$ cat config.mk
export PLATFORM = sky130hd
export DESIGN_NAME = md4_hash_engine_core
export DESIGN_NICKNAME = d
export VERILOG_FILES = /design/src/sv/md4_pkg.sv /design/src/sv/md4_ram.sv /design/src/sv/md4_front.sv /design/src/sv/md4_back.sv /design/src/sv/md4_hash_engine_core.sv
export SDC_FILE = /design/constraint.sdc
export NUM_CORES = 2
export LEC_CHECK = 0
export BUFFER_PORTS_ARGS = -buffer_cell sky130_fd_sc_hd__buf_2
export CAP_MARGIN = 20
export CORE_MARGIN = 2
export CORE_UTILIZATION = 29
export DETAILED_ROUTE_END_ITERATION = 8
export GPL_TIMING_DRIVEN = 0
export SYNTH_ARGS = -nofsm -noshare
export SYNTH_HDL_FRONTEND = slang
export SYNTH_SLANG_ARGS = --single-unit
$ cat constraint.sdc
create_clock -name clock -period 10.9 [get_ports clock]
set_input_delay 0 -clock clock [delete_from_list [all_inputs] [get_ports clock]]
set_output_delay 0 -clock clock [all_outputs]
set_load 0.1 [all_outputs]
$ cat src/sv/md4_pkg.sv
`default_nettype none
package md4_pkg;
   localparam logic [31:0] IV_A = 32'h67452301;
   localparam logic [31:0] IV_B = 32'hefcdab89;
   localparam logic [31:0] IV_C = 32'h98badcfe;
   localparam logic [31:0] IV_D = 32'h10325476;
   localparam logic [31:0] ROUND2_ADD = 32'h5a827999;
   localparam logic [31:0] ROUND3_ADD = 32'h6ed9eba1;
   localparam logic [7:0] PAD_MARK = 8'h80;
   localparam int QUEUE_DEPTH = 4;

   typedef enum logic [1:0] {
      CMD_START = 2'd0,
      CMD_ABSORB = 2'd1,
      CMD_FINISH = 2'd2,
      CMD_NONE = 2'd3
   } command_type;

   typedef struct packed {
      command_type command;
      logic [7:0] data_byte;
   } item_type;

   // Message word used at a given compression step.
   function automatic logic [3:0] word_order(input logic [5:0] step);
      logic [3:0] lo;
      begin
         lo = step[3:0];
         unique case (step[5:4])
            2'd0: word_order = lo;
            2'd1: word_order = {lo[1:0], lo[3:2]};
            default: word_order = {lo[0], lo[1], lo[2], lo[3]};
         endcase
      end
   endfunction

   function automatic logic [4:0] rot_amount(input logic [5:0] step);
      logic [3:0] key;
      begin
         key = {step[5:4], step[1:0]};
         case (key)
            4'd0, 4'd4, 4'd8: rot_amount = 5'd3;
            4'd1: rot_amount = 5'd7;
            4'd2, 4'd10: rot_amount = 5'd11;
            4'd3: rot_amount = 5'd19;
            4'd5: rot_amount = 5'd5;
            4'd6, 4'd9: rot_amount = 5'd9;
            4'd7: rot_amount = 5'd13;
            4'd11: rot_amount = 5'd15;
            default: rot_amount = 5'd0;
         endcase
      end
   endfunction
endpackage
`default_nettype wire

$ cat src/sv/md4_ram.sv
`default_nettype none
module md4_ram #(
   parameter int Width = 8,
   parameter int Depth = 64
) (
   input wire logic clock,
   input wire logic wr_en,
   input wire logic [$clog2(Depth)-1:0] wr_addr,
   input wire logic [Width-1:0] wr_data,
   input wire logic [$clog2(Depth)-1:0] rd_addr,
   output logic [Width-1:0] rd_data
);
   logic [Width-1:0] mem_ff [Depth];
   always_ff @(posedge clock) begin
      if (wr_en) begin
         mem_ff[wr_addr] <= wr_data;
      end
      rd_data <= mem_ff[rd_addr];
   end
endmodule
`default_nettype wire

$ cat src/sv/md4_front.sv
`default_nettype none
module md4_front
   import md4_pkg::*;
#(
   parameter int Depth = QUEUE_DEPTH
) (
   input wire logic clock,
   input wire logic reset,
   input wire logic push,
   output logic full,
   input wire logic [1:0] command,
   input wire logic [7:0] data_byte,
   output logic q_valid,
   output item_type q_item,
   input wire logic q_take
);
   localparam int AW = $clog2(Depth);
   item_type buf_ff [Depth];
   logic [AW-1:0] rd_ff, wr_ff;
   logic [AW:0] cnt_ff;
   logic do_push;

   // Unused command codes are dropped here and never reach the back end.
   assign full = (cnt_ff == (AW+1)'(Depth));
   assign do_push = push && !full && (command != CMD_NONE);
   assign q_valid = (cnt_ff != '0);
   assign q_item = buf_ff[rd_ff];

   always_ff @(posedge clock) begin
      if (reset) begin
         rd_ff <= '0;
         wr_ff <= '0;
         cnt_ff <= '0;
      end else begin
         if (do_push) begin
            buf_ff[wr_ff] <= '{command: command_type'(command), data_byte: data_byte};
            wr_ff <= (wr_ff == AW'(Depth-1)) ? '0 : wr_ff + 1'b1;
         end
         if (q_take && q_valid) begin
            rd_ff <= (rd_ff == AW'(Depth-1)) ? '0 : rd_ff + 1'b1;
         end
         cnt_ff <= cnt_ff + (AW+1)'(do_push) - (AW+1)'(q_take && q_valid);
      end
   end
endmodule
`default_nettype wire

$ cat src/sv/md4_back.sv
`default_nettype none
module md4_back
   import md4_pkg::*;
(
   input wire logic clock,
   input wire logic reset,
   input wire logic q_valid,
   input wire item_type q_item,
   output logic q_take,
   output logic rsp_empty,
   input wire logic rsp_pop,
   output logic [31:0] rsp_digest_word,
   output logic [1:0] rsp_word_index,
   output logic rsp_last
);
   typedef enum logic [2:0] {
      S_IDLE, S_PAD, S_LOAD, S_ROUND, S_ADD, S_EMIT
   } state_type;

   state_type state_ff;
   logic [31:0] h_ff [4];
   logic [31:0] v_ff [4];
   logic [31:0] w_ff [16];
   logic [63:0] count_ff;
   logic [63:0] total_ff;
   logic [5:0] pos_ff;
   logic [5:0] step_ff;
   logic finish_ff;
   logic second_ff;
   logic [1:0] emit_ff;
   logic [31:0] out_word_ff;
   logic [1:0] out_idx_ff;
   logic out_last_ff;
   logic out_valid_ff;

   // Block memory.
   logic wr_en;
   logic [5:0] wr_addr, rd_addr;
   logic [7:0] wr_data, rd_data;
   md4_ram #(.Width(8), .Depth(64)) u_block (
      .clock(clock), .wr_en(wr_en), .wr_addr(wr_addr), .wr_data(wr_data),
      .rd_addr(rd_addr), .rd_data(rd_data)
   );

   assign q_take = (state_ff == S_IDLE) && q_valid;
   assign rsp_empty = !out_valid_ff;
   assign rsp_digest_word = out_word_ff;
   assign rsp_word_index = out_idx_ff;
   assign rsp_last = out_last_ff;

   // Padding byte for the current position pos_ff in the block being padded.
   logic [7:0] pad_byte;
   always_comb begin
      if (!second_ff && pos_ff == total_ff[8:3]) begin
         pad_byte = PAD_MARK;
      end else if (pos_ff >= 6'd56 && !(total_ff[8:3] >= 6'd56 && !second_ff)) begin
         pad_byte = total_ff[8 * pos_ff[2:0] +: 8];
      end else begin
         pad_byte = 8'h00;
      end
   end

   always_comb begin
      wr_en = 1'b0;
      wr_addr = pos_ff;
      wr_data = pad_byte;
      if (state_ff == S_IDLE && q_valid && q_item.command == CMD_ABSORB) begin
         wr_en = 1'b1;
         wr_addr = count_ff[8:3];
         wr_data = q_item.data_byte;
      end else if (state_ff == S_PAD) begin
         wr_en = (pos_ff >= total_ff[8:3]) || second_ff;
      end
   end
   assign rd_addr = step_ff;

   // Byte lane of the word being loaded; the data belongs to the previous address.
   logic [1:0] load_byte;
   assign load_byte = step_ff[1:0] - 2'd1;

   // One compression step on the rotating working set.
   logic [1:0] t;
   logic [31:0] vb, vc, vd, f, k, sum, rot;
   logic [4:0] s;
   always_comb begin
      t = 2'd0 - step_ff[1:0];
      vb = v_ff[t + 2'd1];
      vc = v_ff[t + 2'd2];
      vd = v_ff[t + 2'd3];
      unique case (step_ff[5:4])
         2'd0: begin f = (vb & vc) | (~vb & vd); k = '0; end
         2'd1: begin f = (vb & (vc | vd)) | (vc & vd); k = ROUND2_ADD; end
         default: begin f = vb ^ vc ^ vd; k = ROUND3_ADD; end
      endcase
      sum = v_ff[t] + f + w_ff[word_order(step_ff)] + k;
      s = rot_amount(step_ff);
      rot = (sum << s) | (sum >> (6'd32 - {1'b0, s}));
   end

   always_ff @(posedge clock) begin
      if (reset) begin
         state_ff <= S_IDLE;
         h_ff <= '{IV_A, IV_B, IV_C, IV_D};
         count_ff <= '0;
         out_valid_ff <= 1'b0;
         finish_ff <= 1'b0;
         second_ff <= 1'b0;
         pos_ff <= '0;
         step_ff <= '0;
         emit_ff <= '0;
      end else begin
         // While emitting, the emit logic below owns the result register.
         if (rsp_pop && out_valid_ff && state_ff != S_EMIT) begin
            out_valid_ff <= 1'b0;
         end
         unique case (state_ff)
            S_IDLE: begin
               if (q_valid) begin
                  unique case (q_item.command)
                     CMD_START: begin
                        h_ff <= '{IV_A, IV_B, IV_C, IV_D};
                        count_ff <= '0;
                     end
                     CMD_ABSORB: begin
                        count_ff <= count_ff + 64'd8;
                        if (count_ff[8:3] == 6'd63) begin
                           finish_ff <= 1'b0;
                           step_ff <= '0;
                           state_ff <= S_LOAD;
                        end
                     end
                     CMD_FINISH: begin
                        total_ff <= count_ff;
                        finish_ff <= 1'b1;
                        second_ff <= 1'b0;
                        pos_ff <= '0;
                        state_ff <= S_PAD;
                     end
                     default: ;
                  endcase
               end
            end
            S_PAD: begin
               pos_ff <= pos_ff + 6'd1;
               if (pos_ff == 6'd63) begin
                  step_ff <= '0;
                  state_ff <= S_LOAD;
               end
            end
            S_LOAD: begin
               // Read data returns in the cycle after its address is set.
               if (step_ff != 6'd0) begin
                  w_ff[step_ff[5:2] - ((step_ff[1:0] == 2'd0) ? 4'd1 : 4'd0)]
                     [8 * load_byte +: 8] <= rd_data;
               end
               if (step_ff == 6'd0) begin
                  v_ff <= h_ff;
               end
               if (step_ff == 6'd63) begin
                  state_ff <= S_ROUND;
               end else begin
                  step_ff <= step_ff + 6'd1;
               end
            end
            S_ROUND: begin
               if (step_ff == 6'd63) begin
                  w_ff[15][31:24] <= rd_data;
                  step_ff <= '0;
               end else begin
                  v_ff[t] <= rot;
                  if (step_ff == 6'd47) begin
                     state_ff <= S_ADD;
                  end
                  step_ff <= step_ff + 6'd1;
               end
            end
            S_ADD: begin
               for (int i = 0; i < 4; i++) begin
                  h_ff[i] <= h_ff[i] + v_ff[i];
               end
               if (!finish_ff) begin
                  state_ff <= S_IDLE;
               end else if (!second_ff && total_ff[8:3] >= 6'd56) begin
                  second_ff <= 1'b1;
                  pos_ff <= '0;
                  state_ff <= S_PAD;
               end else begin
                  emit_ff <= '0;
                  state_ff <= S_EMIT;
               end
            end
            S_EMIT: begin
               if (!out_valid_ff || rsp_pop) begin
                  out_valid_ff <= 1'b1;
                  out_word_ff <= h_ff[emit_ff];
                  out_idx_ff <= emit_ff;
                  out_last_ff <= (emit_ff == 2'd3);
                  emit_ff <= emit_ff + 2'd1;
                  if (emit_ff == 2'd3) begin
                     h_ff <= '{32'd0, 32'd0, 32'd0, 32'd0};
                     count_ff <= '0;
                     finish_ff <= 1'b0;
                     state_ff <= S_IDLE;
                  end
               end
            end
            default: state_ff <= S_IDLE;
         endcase
      end
   end
endmodule
`default_nettype wire

$ cat src/sv/md4_hash_engine_core.sv
`default_nettype none
// A byte that does not end a block leaves the queue as soon as the back end is idle; the
// 64th byte starts a compression: word load from the block RAM, a step for the last byte,
// 48 round steps and one add. Finish adds a pad sweep and one compression, or two
// of each when the message ends at byte 56 or later of its block, then four result beats.
// Speed is set by the single block RAM and the one-step-per-cycle round unit.
// Reset (synchronous, active high) loads the MD4 initial words and clears count and queues.
module md4_hash_engine_core
   import md4_pkg::*;
#(
   parameter int QueueDepth = QUEUE_DEPTH
) (
   input wire logic clock,
   input wire logic reset,
   input wire logic push,
   output logic full,
   input wire logic [1:0] req_command,
   input wire logic [7:0] req_data_byte,
   output logic empty,
   input wire logic pop,
   output logic [31:0] rsp_digest_word,
   output logic [1:0] rsp_word_index,
   output logic rsp_last
);
   // The front queue takes one beat a cycle while it is not full and lets the host run
   // ahead of a compression in progress.
   logic q_valid, q_take;
   item_type q_item;

   md4_front #(.Depth(QueueDepth)) u_front (
      .clock(clock), .reset(reset), .push(push), .full(full),
      .command(req_command), .data_byte(req_data_byte),
      .q_valid(q_valid), .q_item(q_item), .q_take(q_take)
   );

   // The back end runs the block store, padding, compression and result output.
   md4_back u_back (
      .clock(clock), .reset(reset), .q_valid(q_valid), .q_item(q_item),
      .q_take(q_take), .rsp_empty(empty), .rsp_pop(pop),
      .rsp_digest_word(rsp_digest_word), .rsp_word_index(rsp_word_index),
      .rsp_last(rsp_last)
   );
endmodule
`default_nettype wire

==> out/qor.log <==
qor: floorplan.ios 51
qor: worst_setup_path.timing.critical_path.mode_cell sky130_fd_sc_hd__clkbuf_2
qor: clocking.path_clk_slew 60 ps
qor: worst_setup_path.worstPathRequired 11,430 ps
qor: pwr.ir_drop 242 uV
qor: clocking.clkLatencyLatePin 830 ps
qor: worst_setup_path.critPathCaptureType flip-flop
qor: timing.timing.final.setup_violations 0
qor: worst_hold_path.hold_path.class in -> reg
qor: flow_run.maxCapViolCount 0
qor: worst_setup_path.worstPathArrival 10,980 ps
qor: timing.setup_repair_after_global_routing_missed_its_margin false
qor: pwr.share_clk_of_total_power 23.6%
qor: yosys.synth_area_leaders sky130_fd_sc_hd__edfxtp_1 (50%), sky130_fd_sc_hd__mux4_2 (13%), sky130_fd_sc_hd__dfxtp_1 (5.9%), sky130_fd_sc_hd__ha_1 (3.1%), sky130_fd_sc_hd__nor2_1 (3.0%)
qor: status.status complete, no violations
qor: timing.worstMarginPinSlew 1260 ps
qor: timing.fmax 95.6 MHz
qor: pwr.cell_internal_pwr 0.0130 W
qor: yosys.synth.distinct_cells 105
qor: yosys.synth-adder-area-share 5.46%
qor: placement.place_inst 9,486
qor: worst_setup_path.worstRegToRegCells 30
qor: yosys.synthXorXnorAreaFrac 2.14%
qor: final_layout.layout_common_cells sky130_fd_sc_hd__edfxtp_1 (1,288), sky130_fd_sc_hd__nor2_1 (621), sky130_fd_sc_hd__mux4_2 (449)
qor: drt.vias 53,900
qor: final_layout.post_route_cells_drive_above_1_share 15.2%
qor: worst_setup_path.crit_path_max_incr_delay 770 ps
qor: pwr.p_seq_share 32.0%
qor: floorplan.die_w 522 um
qor: drt.route.antenna.remaining_nets 0
qor: floorplan.design.core.area 268,000 um2
qor: pwr.netSwitchingFraction 40.6%
qor: placement.gp_congestion 0.961
qor: pwr.pwr-share-comb 44.5%
qor: worst_setup_path.worst-setup-path-type reg -> reg
qor: final_layout.final_cell_count_no_fill 9,809
qor: drt.initial_drt_markers 6,265
qor: final_layout.final_common_cell sky130_fd_sc_hd__edfxtp_1
qor: worst_hold_path.hold_path_end u_front.buf_ff[0][7]$_DFFE_PP_
qor: yosys.syn-num-nets 6,140
qor: yosys.synth-edff-count 1,288
qor: global_route.pin_count_of_the_biggest_net_entering_global_routing 45
qor: worst_setup_path.critPathMaxFanout 10
qor: global_route.grt_pass1_wl 375,000 um
qor: placement.placement.io_buffers 50
qor: yosys.dominant_combinational_cell_family_by_area_after_synthesis multiplexers
qor: worst_hold_path.timing.hold.worst.start req_data_byte[7]
qor: timing.post-route-period-util 95.9%
qor: yosys.synth.yosys.seq_area_share 55.6%
qor: clocking.tritoncts_clock_tree done
qor: yosys.post_synth_and_or_nand_nor_area_fraction 8.58%
qor: timing.finalHoldViolations 0
qor: floorplan.num_rows 190
qor: global_route.gr-usage-all-layers 18.8%
qor: yosys.synth_largest_type_area_fraction 49.6%
qor: timing.skew 49.9 ps
qor: pwr.pwr_density_cell 247 nW/um2
qor: worst_setup_path.crit-reg2reg-launch u_back.rd_addr[1]$_SDFFE_PP0P_
qor: drt.first_pass_iters 9
qor: global_route.antenna_found_initial 7
qor: drt.drc 0
qor: drt.detail_route.vias_per_cell 5.50
qor: clocking.cts_inserted_buffers 156
qor: timing.report.final.slew_viol_count 0
qor: timing.fin_setup_tns 0 ps
qor: yosys.synth_register_bits 1,519
qor: yosys.async_reset_ff_share 0%
qor: yosys.post_synth.cell_area_avg 13.3 um2
qor: yosys.netlist.top_cell.by_area sky130_fd_sc_hd__edfxtp_1
qor: yosys.synth_compound_area_share 10.0%
qor: drt.drt-wirelength-per-cell 26.8 um
qor: placement.hpwlAfterDp 197,000 um
qor: clocking.cts.sink_count 1,519
qor: worst_setup_path.timing.reg2reg.setup_slack 440 ps
qor: yosys.synth_flop_cell sky130_fd_sc_hd__edfxtp_1
qor: global_route.grt_pass1_vias 52,400
qor: drt.finalWirelength 263,000 um
qor: yosys.synth_area 77,900 um2
qor: worst_setup_path.worst_r2r_endpoint u_back.v_ff[74]$_DFFE_PP_
qor: worst_setup_path.crit_path_top_delay_cell sky130_fd_sc_hd__nor3_2
qor: clocking.clock_tree.root_cell sky130_fd_sc_hd__clkbuf_16
qor: worst_setup_path.cp-start-kind flip-flop
qor: timing.timing.final.crit_period 10,460 ps
qor: yosys.synth_warnings 0
qor: pwr.p_switching 0.00890 W
qor: floorplan.die_area 273,000 um2
qor: yosys.synth.mux.area_fraction 15.7%
qor: global_route.gr-total-overflow 0
qor: pwr.static-leakage-power 29.7 nW
qor: final_layout.nets 6,429
qor: floorplan.starting_density 29.1%
qor: yosys.netlist_instances 5,841
qor: floorplan.die-height 522 um
qor: worst_hold_path.hold-path-cell-count 2
qor: clocking.cts.path.max_buffers 3
qor: timing.timing.max_slew.rel_slack 15.5%
qor: clocking.cts.htree.levels 4
qor: final_layout.area.growth.synth_to_final 14.0%
qor: final_layout.fillers 26,300
[layer usage]
layer | vias to the layer above | GRT usage [%] | share of wire [%]
li1 | 23000 | - | -
met1 | 27600 | 24.6 | 40
met2 | 2725 | 29.9 | 46
met3 | 586 | 3.25 | 7.8
met4 | 6 | 9.72 | 5.8
met5 | - | 0 | 0.017
[power groups by stage]
| stage | sequential [W] | clock [W] | combinational (W) |
|---|---|---|---|
| 6_report | 0.00700 | 0.00516 | 0.00974 |
| 5_1_grt | 0.00700 | 0.00545 | 0.0102 |
| 4_1_cts | 0.00699 | 0.00522 | 0.00939 |
| 3_5_place_dp | 0.00711 | 0 | 0.00929 |
| 3_3_place_gp | 0.00716 | 0 | 0.00911 |
| 2_1_floorplan | 0.00696 | 0 | 0.00593 |
[cell families (layout without fill, tap and decap cells)]
kind of cell	count (synthesis)	count (layout)
adders and majority gates	285	285
xor gates and xnor gates	189	189
DFF	1519	1519
muxes	654	654
other	0	4
AOI/OAI and AO/OA	1231	1231
buffers and inverters	506	918
and+or+nand+nor	1457	1457
[how the worst max path moves through the flow]
stage,start,end,slack (ps),cells after the start
6_report,u_back.rd_addr[1]$_SDFFE_PP0P_,u_back.v_ff[74]$_DFFE_PP_,440,30
2_1_floorplan,u_back.rd_addr[0]$_SDFFE_PP0P_,u_back.v_ff[117]$_DFFE_PP_,2290,33
5_1_grt,u_back.rd_addr[1]$_SDFFE_PP0P_,u_back.v_ff[19]$_DFFE_PP_,180,30
3_5_place_dp,u_back.rd_addr[0]$_SDFFE_PP0P_,u_back.v_ff[3]$_DFFE_PP_,-1620,32
4_1_cts,u_back.rd_addr[1]$_SDFFE_PP0P_,u_back.v_ff[19]$_DFFE_PP_,40,29
3_3_place_gp,u_back.rd_addr[0]$_SDFFE_PP0P_,u_back.v_ff[65]$_DFFE_PP_,-1830,33
[metrics by stage]
| stage | instance area (um2) | power, W | utilization [%] | setup slack (ps) | hold WS [ps] |
|---|---|---|---|---|---|
| 2_1_floorplan | 77900 | 0.0129 | - | 2290 | 98.9 |
| 3_3_place_gp | 82600 | 0.0163 | 30.9 | -1830 | 214 |
| 3_5_place_dp | 83400 | 0.0164 | 31.2 | -1620 | 219 |
| 4_1_cts | 88600 | 0.0216 | 33.1 | 41.8 | 6.52 |
| 5_1_grt | 88800 | 0.0226 | 33.2 | 182 | 45.9 |
| 6_report | 88800 | 0.0219 | 33.2 | 442 | 40.0 |
[layout make-up]
class	count	area, um2	share of cell area (%)
Inverter	175	657	0.740
Tap cell	3552	4440	5.00
Antenna cell	4	10.0	0.0113
Timing Repair Buffer	133	1320	1.48
Clock buffer	208	4210	4.74
Multi-Input combinational cell	3816	33000	37.1
Buffer	329	1310	1.47
Sequential cell	1519	43300	48.8
Clock inverter	73	596	0.671
[worst max-delay path, delay by kind of cell, from the launching register on]
kind,cells,cell delay (ps)
fa+ha+maj,6,2160
buf+inv,8,2770
simple gates,6,1770
xor+xnor,1,290
mux,3,1170
flops,1,420
compound gates,6,1560
[state kept, by name, summed over array words and instances (netlist names), 2 cells and up, named ones only]
| name | cells |
|---|---|
| u_front.buf_ff | 40 |
| u_back.rd_addr | 6 |
| u_back.v_ff | 128 |
| u_back.w_ff | 512 |
| u_back.u_block.mem_ff | 512 |
| u_back.state_ff | 3 |
| u_back.pos_ff | 6 |
| u_back.rsp_digest_word | 32 |
| u_back.h_ff | 128 |
| u_front.cnt_ff | 3 |
| u_back.emit_ff | 2 |
| u_back.count_ff | 61 |
| u_front.wr_ff | 2 |
| u_front.rd_ff | 2 |
| u_back.s | 5 |
| u_back.rsp_word_index | 2 |
| u_back.total_ff | 61 |
| u_back.u_block.rd_data | 8 |
[synthesized netlist by cell type, types with 25 or more instances]
cell,n
sky130_fd_sc_hd__o211ai_1,46
sky130_fd_sc_hd__a21o_1,78
sky130_fd_sc_hd__edfxtp_1,1288
sky130_fd_sc_hd__and3_1,37
sky130_fd_sc_hd__buf_1,63
sky130_fd_sc_hd__mux2i_1,146
sky130_fd_sc_hd__ha_1,193
sky130_fd_sc_hd__nand3_1,72
sky130_fd_sc_hd__a211oi_1,72
sky130_fd_sc_hd__o21ai_0,226
sky130_fd_sc_hd__xor2_1,87
sky130_fd_sc_hd__xnor2_1,100
sky130_fd_sc_hd__a21oi_1,443
sky130_fd_sc_hd__nor2b_1,59
sky130_fd_sc_hd__nand4_1,25
sky130_fd_sc_hd__and2_1,51
sky130_fd_sc_hd__fa_1,92
sky130_fd_sc_hd__inv_1,170
sky130_fd_sc_hd__nor3_1,71
sky130_fd_sc_hd__clkbuf_1,245
sky130_fd_sc_hd__a22oi_1,46
sky130_fd_sc_hd__mux4_2,449
sky130_fd_sc_hd__nor2_1,623
sky130_fd_sc_hd__or3_1,42
sky130_fd_sc_hd__dfxtp_1,231
sky130_fd_sc_hd__nand2_1,325
sky130_fd_sc_hd__mux2_2,56
sky130_fd_sc_hd__o21a_1,35
sky130_fd_sc_hd__nand2b_1,85
sky130_fd_sc_hd__a31oi_1,25
[repair_timing]
item	in CTS	in global routing
hold buffers	22	0
pin swaps	1	0
gates resized for setup	26	23
buffers inserted	1	0
hold endpoints to repair	46	0
endpoints found under the setup margin	128	128
Note: power is estimated with default switching activity, not from simulation.
